===== src/hw/rtl/ita_pkg.sv =====
// ----------------------------------------------------------------------------
// ita_pkg
// Shared types, constants and helpers for the integer to ASCII formatter.
// ----------------------------------------------------------------------------
package ita_pkg;

    // Magnitude and digit row geometry
    localparam int MAG_W      = 64;
    localparam int HALF_W     = 32;
    localparam int DIGIT_W    = 4;
    localparam int NUM_DIGITS = 19;   // 2^63 has 19 decimal digits
    localparam int CNT_W      = 7;    // holds MAG_W
    localparam int REM_W      = 5;    // holds NUM_DIGITS
    localparam int CHAR_W     = 8;

    // Command codes
    localparam logic [1:0] CMD_DEC32 = 2'd0;
    localparam logic [1:0] CMD_DEC64 = 2'd1;
    localparam logic [1:0] CMD_HEX32 = 2'd2;

    localparam logic [CHAR_W-1:0] ASCII_MINUS = 8'h2D;
    localparam logic [CHAR_W-1:0] ASCII_ZERO  = 8'h30;
    localparam logic [CHAR_W-1:0] ASCII_LOW_A = 8'h61;

    localparam logic [DIGIT_W-1:0] DEC_ADJ_MIN = 4'd5;
    localparam logic [DIGIT_W-1:0] DEC_ADJ     = 4'd3;
    localparam logic [DIGIT_W-1:0] DEC_BASE    = 4'd10;

    // Sequencer states
    typedef enum logic [2:0] {
        ST_IDLE,
        ST_CONV,
        ST_ALIGN,
        ST_SIGN,
        ST_EMIT
    } state_t;

    // Control fanned out to every cell of the digit row
    typedef struct packed {
        logic clear;        // zero the digit
        logic shift_bit;    // double-dabble step: adjust, then shift in one bit
        logic shift_digit;  // move every digit one cell toward the top
        logic decimal;      // apply the add-3 adjust (off in hex mode)
    } ita_ctl_t;

    // Digit value to its lowercase ASCII glyph
    function automatic logic [CHAR_W-1:0] digit_glyph(input logic [DIGIT_W-1:0] d);
        logic [CHAR_W-1:0] wide;
        wide = {{(CHAR_W-DIGIT_W){1'b0}}, d};
        if (d < DEC_BASE) begin
            digit_glyph = ASCII_ZERO + wide;
        end else begin
            digit_glyph = ASCII_LOW_A + wide - {{(CHAR_W-DIGIT_W){1'b0}}, DEC_BASE};
        end
    endfunction

endpackage


===== src/hw/rtl/ita_cell.sv =====
// ----------------------------------------------------------------------------
// ita_cell
// One digit of the conversion row. Holds a 4-bit digit, takes one bit from
// its lower neighbor on a double-dabble step and passes its carry up.
// ----------------------------------------------------------------------------
module ita_cell (
    input  logic                       clk,
    input  ita_pkg::ita_ctl_t          ctl,
    input  logic                       bit_in,
    input  logic [ita_pkg::DIGIT_W-1:0] digit_in,
    output logic                       bit_out,
    output logic [ita_pkg::DIGIT_W-1:0] digit
);
    import ita_pkg::*;

    logic [DIGIT_W-1:0] digit_reg;
    logic [DIGIT_W-1:0] digit_next;
    logic [DIGIT_W-1:0] adj;

    // Add-3 correction ahead of the shift (decimal only)
    always_comb
    begin
        if (ctl.decimal && (digit_reg >= DEC_ADJ_MIN)) begin
            adj = digit_reg + DEC_ADJ;
        end else begin
            adj = digit_reg;
        end
    end

    assign bit_out = adj[DIGIT_W-1];
    assign digit   = digit_reg;

    // Next digit
    always_comb
    begin
        if (ctl.clear) begin
            digit_next = '0;
        end else if (ctl.shift_bit) begin
            digit_next = {adj[DIGIT_W-2:0], bit_in};
        end else if (ctl.shift_digit) begin
            digit_next = digit_in;
        end else begin
            digit_next = digit_reg;
        end
    end

    always_ff @(posedge clk)
    begin
        digit_reg <= digit_next;
    end

endmodule


===== src/hw/rtl/integer_to_ascii_formatter.sv =====
// ----------------------------------------------------------------------------
// integer_to_ascii_formatter
// Formats one integer as ASCII characters, most significant first.
// ----------------------------------------------------------------------------
// Usage:
//   Input channel (in_valid/in_ready) takes a command and a 64-bit value:
//   signed 32-bit decimal, signed 64-bit decimal or unsigned 32-bit hex.
//   Output channel (out_valid/out_ready) returns the characters of a request,
//   with last set on the final character. Command 3 is taken and dropped.
// Timing:
//   A request is converted by a row of 19 digit cells, one magnitude bit per
//   cycle: all 64 bits for 64-bit decimal, 32 bits for the other modes.
//   Leading zero digits are then stripped one per cycle, and characters
//   leave one per cycle while out_ready stays high (sign first); each of
//   the 19 digits is either stripped or emitted. in_ready rises in the same
//   cycle that the final character first sits in the output register.
// Reset:
//   rst_n clears the sequencer and the output valid; no character is lost
//   or repeated when the receiver stalls: the sequencer waits on out_ready.
// ----------------------------------------------------------------------------
module integer_to_ascii_formatter (
    input  logic                        clk,
    input  logic                        rst_n,
    input  logic                        in_valid,
    output logic                        in_ready,
    input  logic [1:0]                  command,
    input  logic signed [ita_pkg::MAG_W-1:0] value,
    output logic                        out_valid,
    input  logic                        out_ready,
    output logic [ita_pkg::CHAR_W-1:0]  character,
    output logic                        last
);
    import ita_pkg::*;

    state_t               state_reg, state_next;
    logic [MAG_W-1:0]     mag_reg, mag_next;
    logic [CNT_W-1:0]     cnt_reg, cnt_next;
    logic [REM_W-1:0]     rem_reg, rem_next;
    logic                 neg_reg, neg_next;
    logic                 dec_reg, dec_next;
    logic                 out_valid_reg, out_valid_next;
    logic [CHAR_W-1:0]    character_reg, character_next;
    logic                 last_reg, last_next;

    ita_ctl_t             ctl;
    logic                 in_acc;
    logic                 out_free;
    logic                 load_out;
    logic [DIGIT_W-1:0]   digits [NUM_DIGITS];
    logic                 carry  [NUM_DIGITS];
    logic [DIGIT_W-1:0]   top_digit;
    logic [HALF_W-1:0]    lo;
    logic [HALF_W-1:0]    lo_mag;
    logic [MAG_W-1:0]     full_mag;

    assign in_ready  = (state_reg == ST_IDLE);
    assign in_acc    = in_valid && in_ready;
    assign out_free  = !out_valid_reg || out_ready;
    assign top_digit = digits[NUM_DIGITS-1];

    // Magnitude of the incoming value
    assign lo       = value[HALF_W-1:0];
    assign lo_mag   = lo[HALF_W-1] ? (~lo + 1'b1) : lo;
    assign full_mag = value[MAG_W-1] ? (~value + 1'b1) : value;

    // Digit row
    genvar gi;
    generate
        for (gi = 0; gi < NUM_DIGITS; gi++) begin : g_cell
            logic               b_in;
            logic [DIGIT_W-1:0] d_in;
            if (gi == 0) begin : g_first
                assign b_in = mag_reg[MAG_W-1];
                assign d_in = '0;
            end else begin : g_rest
                assign b_in = carry[gi-1];
                assign d_in = digits[gi-1];
            end
            ita_cell u_cell (
                .clk      (clk),
                .ctl      (ctl),
                .bit_in   (b_in),
                .digit_in (d_in),
                .bit_out  (carry[gi]),
                .digit    (digits[gi])
            );
        end
    endgenerate

    // Next state
    always_comb
    begin
        state_next = state_reg;
        unique case (state_reg)
            ST_IDLE: begin
                if (in_acc && (command == CMD_DEC32 || command == CMD_DEC64 ||
                               command == CMD_HEX32)) begin
                    state_next = ST_CONV;
                end
            end
            ST_CONV: begin
                if (cnt_reg == CNT_W'(1)) begin
                    state_next = ST_ALIGN;
                end
            end
            ST_ALIGN: begin
                if (!((top_digit == '0) && (rem_reg > REM_W'(1)))) begin
                    state_next = neg_reg ? ST_SIGN : ST_EMIT;
                end
            end
            ST_SIGN: begin
                if (out_free) begin
                    state_next = ST_EMIT;
                end
            end
            ST_EMIT: begin
                if (out_free && (rem_reg == REM_W'(1))) begin
                    state_next = ST_IDLE;
                end
            end
            default: state_next = ST_IDLE;
        endcase
    end

    // Datapath and output control
    always_comb
    begin
        mag_next       = mag_reg;
        cnt_next       = cnt_reg;
        rem_next       = rem_reg;
        neg_next       = neg_reg;
        dec_next       = dec_reg;
        character_next = character_reg;
        last_next      = last_reg;
        load_out       = 1'b0;
        ctl            = '{clear: 1'b0, shift_bit: 1'b0, shift_digit: 1'b0,
                           decimal: dec_reg};
        unique case (state_reg)
            ST_IDLE: begin
                if (in_acc) begin
                    ctl.clear = 1'b1;
                    rem_next  = REM_W'(NUM_DIGITS);
                    dec_next  = (command != CMD_HEX32);
                    if (command == CMD_DEC64) begin
                        mag_next = full_mag;
                        neg_next = value[MAG_W-1];
                        cnt_next = CNT_W'(MAG_W);
                    end else begin
                        mag_next = (command == CMD_DEC32) ? {lo_mag, {HALF_W{1'b0}}}
                                                          : {lo, {HALF_W{1'b0}}};
                        neg_next = (command == CMD_DEC32) && lo[HALF_W-1];
                        cnt_next = CNT_W'(HALF_W);
                    end
                end
            end
            ST_CONV: begin
                ctl.shift_bit = 1'b1;
                mag_next      = {mag_reg[MAG_W-2:0], 1'b0};
                cnt_next      = cnt_reg - 1'b1;
            end
            ST_ALIGN: begin
                if ((top_digit == '0) && (rem_reg > REM_W'(1))) begin
                    ctl.shift_digit = 1'b1;
                    rem_next        = rem_reg - 1'b1;
                end
            end
            ST_SIGN: begin
                if (out_free) begin
                    load_out       = 1'b1;
                    character_next = ASCII_MINUS;
                    last_next      = 1'b0;
                end
            end
            ST_EMIT: begin
                if (out_free) begin
                    load_out        = 1'b1;
                    character_next  = digit_glyph(top_digit);
                    last_next       = (rem_reg == REM_W'(1));
                    ctl.shift_digit = 1'b1;
                    rem_next        = rem_reg - 1'b1;
                end
            end
            default: ;
        endcase

        if (load_out) begin
            out_valid_next = 1'b1;
        end else if (out_ready) begin
            out_valid_next = 1'b0;
        end else begin
            out_valid_next = out_valid_reg;
        end
    end

    // Control registers
    always_ff @(posedge clk or negedge rst_n)
    begin
        if (!rst_n) begin
            state_reg     <= ST_IDLE;
            out_valid_reg <= 1'b0;
        end else begin
            state_reg     <= state_next;
            out_valid_reg <= out_valid_next;
        end
    end

    // Payload registers
    always_ff @(posedge clk)
    begin
        mag_reg       <= mag_next;
        cnt_reg       <= cnt_next;
        rem_reg       <= rem_next;
        neg_reg       <= neg_next;
        dec_reg       <= dec_next;
        character_reg <= character_next;
        last_reg      <= last_next;
    end

    assign out_valid = out_valid_reg;
    assign character = character_reg;
    assign last      = last_reg;

`ifndef SYNTHESIS
    // Bit counter never runs out while converting
    a_conv_cnt: assert property (@(posedge clk) disable iff (!rst_n)
        (state_reg == ST_CONV) |-> (cnt_reg != '0))
        else $error("conversion counter reached zero");

    // Emission always has a digit left within the row
    a_emit_rem: assert property (@(posedge clk) disable iff (!rst_n)
        (state_reg == ST_EMIT) |-> (rem_reg != '0 && rem_reg <= REM_W'(NUM_DIGITS)))
        else $error("digit count out of range");

    // Hex conversion leaves at most eight significant digits
    a_hex_width: assert property (@(posedge clk) disable iff (!rst_n)
        (state_reg == ST_EMIT && !dec_reg) |-> (rem_reg <= REM_W'(8)))
        else $error("hex value wider than eight digits");

    // The sign is always followed by the digits of the same request
    a_idle_out: assert property (@(posedge clk) disable iff (!rst_n)
        (state_reg == ST_SIGN) |=> (state_reg == ST_SIGN || state_reg == ST_EMIT))
        else $error("sign not followed by digits");
`endif

endmodule

===== config.mk =====
export PLATFORM = sky130hd
export DESIGN_NAME = integer_to_ascii_formatter
export DESIGN_NICKNAME = d
export VERILOG_FILES = /design/src/hw/rtl/ita_pkg.sv /design/src/hw/rtl/ita_cell.sv /design/src/hw/rtl/integer_to_ascii_formatter.sv
export SDC_FILE = /design/constraint.sdc
export NUM_CORES = 1
export LEC_CHECK = 0
export ABC_AREA = 1
export BUFFER_PORTS_ARGS = -buffer_cell sky130_fd_sc_hd__buf_4
export CAP_MARGIN = 30
export CORE_ASPECT_RATIO = 1.75
export CORE_MARGIN = 5
export CORE_UTILIZATION = 28
export CTS_BUF_LIST = sky130_fd_sc_hd__clkbuf_4
export CTS_CLUSTER_DIAMETER = 80
export DETAILED_ROUTE_END_ITERATION = 7
export PLACE_DENSITY = 0.49
export SYNTH_ARGS = -nofsm -noshare
export SYNTH_HDL_FRONTEND = slang
export SYNTH_SLANG_ARGS = --single-unit

===== constraint.sdc =====
create_clock -name clk -period 4 [get_ports clk]
set_input_delay 0.6 -clock clk [delete_from_list [all_inputs] [get_ports clk]]
set_output_delay 0.6 -clock clk [all_outputs]
set_load 0.02 [all_outputs]

==> results of run 1 <==
==> power by group through the flow <==
stage	clock network [mW]	registers, mW	logic [mW]
floorplan	0	3.28	3.54
global placement	0	3.39	4.49
detailed placement	0	3.41	4.55
CTS	1.11	3.38	4.57
global route	1.17	3.47	5.18
finish	1.07	3.37	4.53
==> cells in the mapped netlist (all sizes together) (2+ instances only) <==
cell type	number
a31oi	21
o21bai	8
nor3	2
conb	2
o211ai	44
clkbuf	36
nor2	184
nand3	143
dfxtp	76
edfxtp	86
o21ai	187
a21oi	196
nor4	2
inv	209
a211oi	6
nand3b	3
buf	46
dfrtp	4
ha	45
nand2	402
xnor2	2
a22oi	8
nand4	9
o21a	4
or2	3
xor2	45
==> cells by family after synthesis <==
family                     count (synthesis)
other                                      2
DFF                                      166
and+or+nand+nor                          748
adders and majority gates                 45
AOI/OAI and AO/OA                        477
xor gates and xnor gates                  47
buffers and inverters                    292
==> worst max-delay path, cell delays in order (launching register included) <==
cell and delay (ns):
dfrtp_1 0.48, inv_2 0.09, nand2_2 0.12, nor2_4 0.18
inv_1 0.07, nor2_2 0.25, nor2_1 0.10, inv_2 0.50
buf_4 0.47
==> worst paths after layout <==
path,to,cells after the start,from
worst max-delay path,mag_reg[38],8,state_reg[0]
max in group asynchronous,state_reg[0],2,rst_n
worst min-delay path,out_valid,4,out_ready
worst max register to register,mag_reg[38],8,state_reg[0]
worst min register to register,g_cell[9].u_cell.digit[1],2,g_cell[9].u_cell.digit[1]
min in group asynchronous,out_valid,2,rst_n
==> timing repair <==
action                                  in CTS  in global routing
endpoints found under the setup margin       0                  0
gates resized for setup                      0                  0
hold endpoints to repair                     4                  0
hold buffers                                 1                  0
==> cell type report <==
cell class                 instances  share of cell area, %
clock inverter                    12                  0.941
multi-input combinational       1319                   50.3
antenna                            1                 0.0184
tap                              566                   5.22
inverter                         210                   5.82
timing repair buffer              97                   5.57
clock buffer                      20                   1.11
sequential                       166                   31.0
==> metal layers <==
metal	routed length [um]	GRT usage (%)
met5	0	0
met4	2690	10.3
met3	1390	2.52
met2	21900	31.6
met1	15600	17.6
==> reports/metrics.csv, run 1 <==
stage,metric,value,unit
run_status,status,"finished, final reports clean",
cts,H-tree depth,4,
place,Port Buf Inserts,79,
logic_synthesis,post-synthesis net count,1892,
cells_and_area,# nets final,1926,
cells_and_area,max reg flops,76,
cts,clk slew on worst S/H paths,0.15,ns
floorplan,die area,0.0482,mm^2
grt,antenna violations before repair,1,
critical_path,Setup CP Type,flip-flop to flip-flop,
place,Final GP Congestion,0.941,
sta,Worst Skew,0.0398,ns
critical_path,"Req. time, crit path",4.29,ns
sta,Setup WS post-layout,1.40,ns
logic_synthesis,synth top area cells,"edfxtp_1 (21%), dfxtp_1 (12%), nand2_1 (12%), a21oi_1 (8.0%), o21ai_0 (6.6%)",
grt,GRT Overall Usage,16.9,%
logic_synthesis,largest family of logic cells by synthesized area,simple AND/OR/NAND/NOR gates,
logic_synthesis,Synth area leader,edfxtp_1,
logic_synthesis,Synth Flop Type,edfxtp_1,
pwr,peak supply drop,0.441,mV
cells_and_area,Multi-input gate area,0.00683,mm^2
sta,minimum clock period,2.60,ns
drt,router iterations before antenna repair,5,
cells_and_area,P&R area growth vs syn,10.6,%
grt,global-route wire length before repair,64300,um
logic_synthesis,share of the synthesized area in the top cell type,21.1,%
logic_synthesis,mux contribution to synthesized area,0,%
cells_and_area,"leading cell type in the layout, fill and taps excluded",nand2_1,
sta,fin. max-slew vios,0,
pwr,Power Dens Cells,661,mW/mm^2
critical_path,Critical Path End Type,flip-flop,
drt,First DRT Iteration DRCs,740,
pwr,leak pwr,5.70,nW
logic_synthesis,mean post-synth cell area,6.90,um^2
critical_path,r2r setup slk,1.40,ns
place,dpl ws,1.30,ns
critical_path,crit path DAT,2.89,ns
pwr,part of the power in combinational logic,50.5,%
cells_and_area,Layout fillers,4777,
cts,Num CTS Buffers,17,
hold_path,HP Class,input port to flip-flop,
cells_and_area,ratio of cells with drive above 1 in the final layout,9.98,%
logic_synthesis,sequential-to-total area share from yosys stat,34.3,%
cells_and_area,final cell count without fillers,2391,
floorplan,num ports,81,
logic_synthesis,synthesized area,0.0123,mm^2
floorplan,Initial Util,28.3,%
drt,Vias,12000,
place,Placed Instances,2356,
drt,final wirelength,41600,um
cells_and_area,design area,0.0136,mm^2
cts,Sink Count,166,
sta,Final Hold Vio Count,0,
logic_synthesis,post-synthesis simple-gate area fraction,26.3,%
pwr,Pint,4.71,mW
floorplan,die height,287,um
cts,CTS root buf,clkbuf_4,
sta,final hold slack,0.285,ns
logic_synthesis,register bit count reported by yosys,166,
cells_and_area,most frequent cells in the layout,"nand2_1 (386), inv_1 (200), a21oi_1 (196), nor2_1 (163), o21ai_0 (162)",
cells_and_area,sequential cell area,0.00420,mm^2
cts,CTS tree,yes,
drt,vias per cell,5.04,
logic_synthesis,adder-cell share of the synthesized area,4.59,%
drt,Final ANT Viol Nets,0,
pwr,switching power,4.25,mW
cts,Bufs on Longest Clock Path,2,
logic_synthesis,number of enable flip-flop cells after synthesis,86,
floorplan,Row Count,101,
sta,slew margin rel.,39.8,%
place,Area after DPL,0.0133,mm^2
cts,Clock Latency Late Sink,0.63,ns
grt,total global routing overflow,0,
pwr,total power,8.96,mW
sta,final setup violation count,0,
sta,RSZ-0062 raised after global routing,false,
sta,final period utilization,64.9,%
sta,Worst Max-Slew Pin Slew,0.903,ns
critical_path,CP max FO,26,
drt,# DRC,0,
grt,vias in the first global route,11900,
pwr,switch share,47.5,%
sta,Final TNS setup,0,ns
grt,largest net degree at the start of global routing,102,
cts,setup bufs post-CTS,0,
logic_synthesis,post-synthesis compound-gate area fraction,21.3,%
cells_and_area,fin util,31.3,%
run,number of max-cap violations,0,
floorplan,Die W,168,um
drt,WL per Instance,17.4,um
sta,maximum clock rate,0.385,GHz
pwr,clock share of power,11.9,%
logic_synthesis,post-synthesis cell type count,44,
logic_synthesis,Syn Inst Count,1777,
logic_synthesis,Synth async-reset ratio,2.41,%
floorplan,Core Area,0.0433,mm^2
critical_path,Worst Setup Start Kind,flip-flop,
pwr,Sequential Power Share,37.6,%
logic_synthesis,area share of xor/xnor cells in the synthesized design,3.36,%
place,Detailed Place HPWL,31200,um
logic_synthesis,yosys synthesis warning count,0,
(Power assumes the default switching activity.)
==> inputs of run 2 (changes only) <==
==> constraint.sdc (replaced) <==
create_clock -name clk -period 2.7 [get_ports clk]
set_input_delay 0.405 -clock clk [delete_from_list [all_inputs] [get_ports clk]]
set_output_delay 0.405 -clock clk [all_outputs]
set_load 0.02 [all_outputs]
==> reports/metrics.csv, run 2 (same netlist as run 1, synthesis figures left out) <==
stage,metric,value,unit,change
cts,CTS tree,yes,,
sta,Final TNS setup,0,ns,unchanged
cts,Bufs on Longest Clock Path,2,,unchanged
critical_path,Crit. Startpoint,state_reg[0],,
grt,total global routing overflow,0,,unchanged
floorplan,die height,287,um,unchanged
hold_path,HP Class,input port to flip-flop,,
grt,GRT Overall Usage,17.3,%,+0.32 points
sta,RSZ-0062 raised after global routing,false,,
floorplan,Initial Util,28.3,%,unchanged
grt,antenna violations before repair,2,,+1
place,Area after DPL,0.0135,mm^2,+1.6%
floorplan,num ports,81,,unchanged
sta,slew margin rel.,35.5,%,-4.3 points
drt,First DRT Iteration DRCs,783,,+5.8%
critical_path,crit path DAT,2.83,ns,-0.06 ns
cells_and_area,most frequent cells in the layout,"nand2_1 (386), inv_1 (200), a21oi_1 (196), nor2_1 (162), o21ai_0 (162)",,
drt,router iterations before antenna repair,5,,unchanged
critical_path,Reg2Reg Depth,10,,+2
cells_and_area,sequential cell area,0.00420,mm^2,unchanged
hold_path,Hold Startpoint,out_ready,,
floorplan,Row Count,101,,unchanged
sta,Worst Max-Slew Pin Slew,0.968,ns,+0.0650 ns
critical_path,Worst Setup Start Kind,flip-flop,,
drt,Final ANT Viol Nets,0,,unchanged
sta,Final Hold Vio Count,0,,unchanged
sta,fin. max-slew vios,0,,unchanged
cts,H-tree depth,4,,unchanged
sta,maximum clock rate,0.444,GHz,+15%
place,Port Buf Inserts,79,,unchanged
grt,vias in the first global route,12000,,+1.0%
cells_and_area,Layout fillers,4720,,-1.2%
cells_and_area,max reg flops,76,,unchanged
cts,Sink Count,166,,unchanged
floorplan,Die W,168,um,unchanged
sta,Worst Skew,0.0332,ns,-0.00656 ns
grt,global-route wire length before repair,65500,um,+1.8%
sta,final period utilization,83.5,%,+19 points
critical_path,"slowest stage delay, CP",0.69,ns,+0.19 ns
drt,vias per cell,5.00,,-0.66%
critical_path,Setup CP Type,flip-flop to flip-flop,,
cells_and_area,design area,0.0138,mm^2,+1.6%
drt,# DRC,0,,unchanged
critical_path,crit path capture,g_cell[11].u_cell.digit[1],,
critical_path,Critical Path End Type,flip-flop,,
critical_path,CP max stage cell,inv_2,,
sta,minimum clock period,2.25,ns,-0.344 ns
cts,clk slew on worst S/H paths,0.15,ns,about the same
run_status,status,"finished, final reports clean",,
critical_path,CP max FO,55,,+110%
cells_and_area,"leading cell type in the layout, fill and taps excluded",nand2_1,,
critical_path,r2r setup slk,0.45,ns,-0.96 ns
cts,CTS root buf,clkbuf_4,,
critical_path,worst-path cell chain,"inv_2, nand2_2, nor2_4, inv_1, nor2_2, buf_4, inv_2, o21ai_0, o21bai_1, inv_1",,
cts,Clock Latency Late Sink,0.64,ns,about the same
floorplan,die area,0.0482,mm^2,unchanged
cts,number of gates resized after cts,0,,unchanged
place,Detailed Place HPWL,31400,um,+0.46%
drt,Vias,12100,,+0.091%
critical_path,r2r endpoint,g_cell[11].u_cell.digit[1],,
pwr,peak supply drop,0.625,mV,+42%
cells_and_area,Multi-input gate area,0.00684,mm^2,+0.11%
sta,final setup violation count,0,,unchanged
floorplan,Core Area,0.0433,mm^2,unchanged
hold_path,WHS Path Cells,4,,unchanged
place,Final GP Congestion,0.922,,-2.1%
cells_and_area,ratio of cells with drive above 1 in the final layout,10.8,%,+0.83 points
critical_path,R2R Path Start,state_reg[0],,
cts,Num CTS Buffers,17,,unchanged
pwr,Power Dens Cells,985,mW/mm^2,+49%
grt,largest net degree at the start of global routing,93,,-8.8%
run,number of max-cap violations,0,,unchanged
critical_path,"Req. time, crit path",3.28,ns,-1.01 ns
cells_and_area,# nets final,1943,,+0.88%
drt,WL per Instance,17.5,um,+0.51%
cells_and_area,P&R area growth vs syn,12.4,%,
pwr,leak pwr,5.81,nW,+1.8%
drt,final wirelength,42100,um,+1.3%
-- run 2: per-layer routing --
metal / global-route usage (%) / wire length, um
met3: 2.15 / 1380
met2: 32.6 / 22300
met5: 0 / 11
met1: 18.1 / 15900
met4: 9.93 / 2550
-- run 2: worst min-delay path by stage --
stage / end / slack (ns)
detailed placement: out_valid / 0.21
global placement: out_valid / 0.21
CTS: out_valid / 0.02
floorplan: out_valid / 0.11
finish: out_valid / 0.1
global route: out_valid / 0.06
-- run 2: critical path, delay by kind of cell (launching register included) --
family	cells	cell delay, ns
buffers and inverters	5	1.04
flip-flops	1	0.47
AO/OA/AOI/OAI	2	0.39
AND/OR/NAND/NOR	3	0.27
-- run 2: area by class of cell --
type | count | share of cell area [%]
repair buffers | 114 | 6.77
clock inverters | 14 | 1.18
clock buffers | 18 | 0.981
inverters | 210 | 5.76
diodes | 2 | 0.0363
multi-input cells | 1319 | 49.6
flip-flops and latches | 166 | 30.5
well taps | 566 | 5.14
-- run 2: through the flow --
stage	setup WS [ns]	hold WS, ns	util, %	cells	total power [mW]
floorplan	0.0121	0.109	-	1777	10.1
global placement	0.289	0.209	31.1	2374	11.9
detailed placement	0.257	0.212	31.1	2374	12.0
CTS	0.415	0.0234	31.8	2407	13.8
global route	0.167	0.0601	31.8	2408	14.9
finish	0.446	0.0974	31.8	2409	13.6
-- run 2: power breakdown --
part / switching, mW / internal [mW] / leakage, nW
Sequential: 0.807 / 4.18 / 1.51
Clock: 1.09 / 0.592 / 0.166
Combinational: 4.57 / 2.33 / 4.13
-- run 2: repair_timing --
action | CTS | global route
buffers inserted | 0 | 0
endpoints found under the hold margin | 4 | 0
hold buffers | 1 | 0
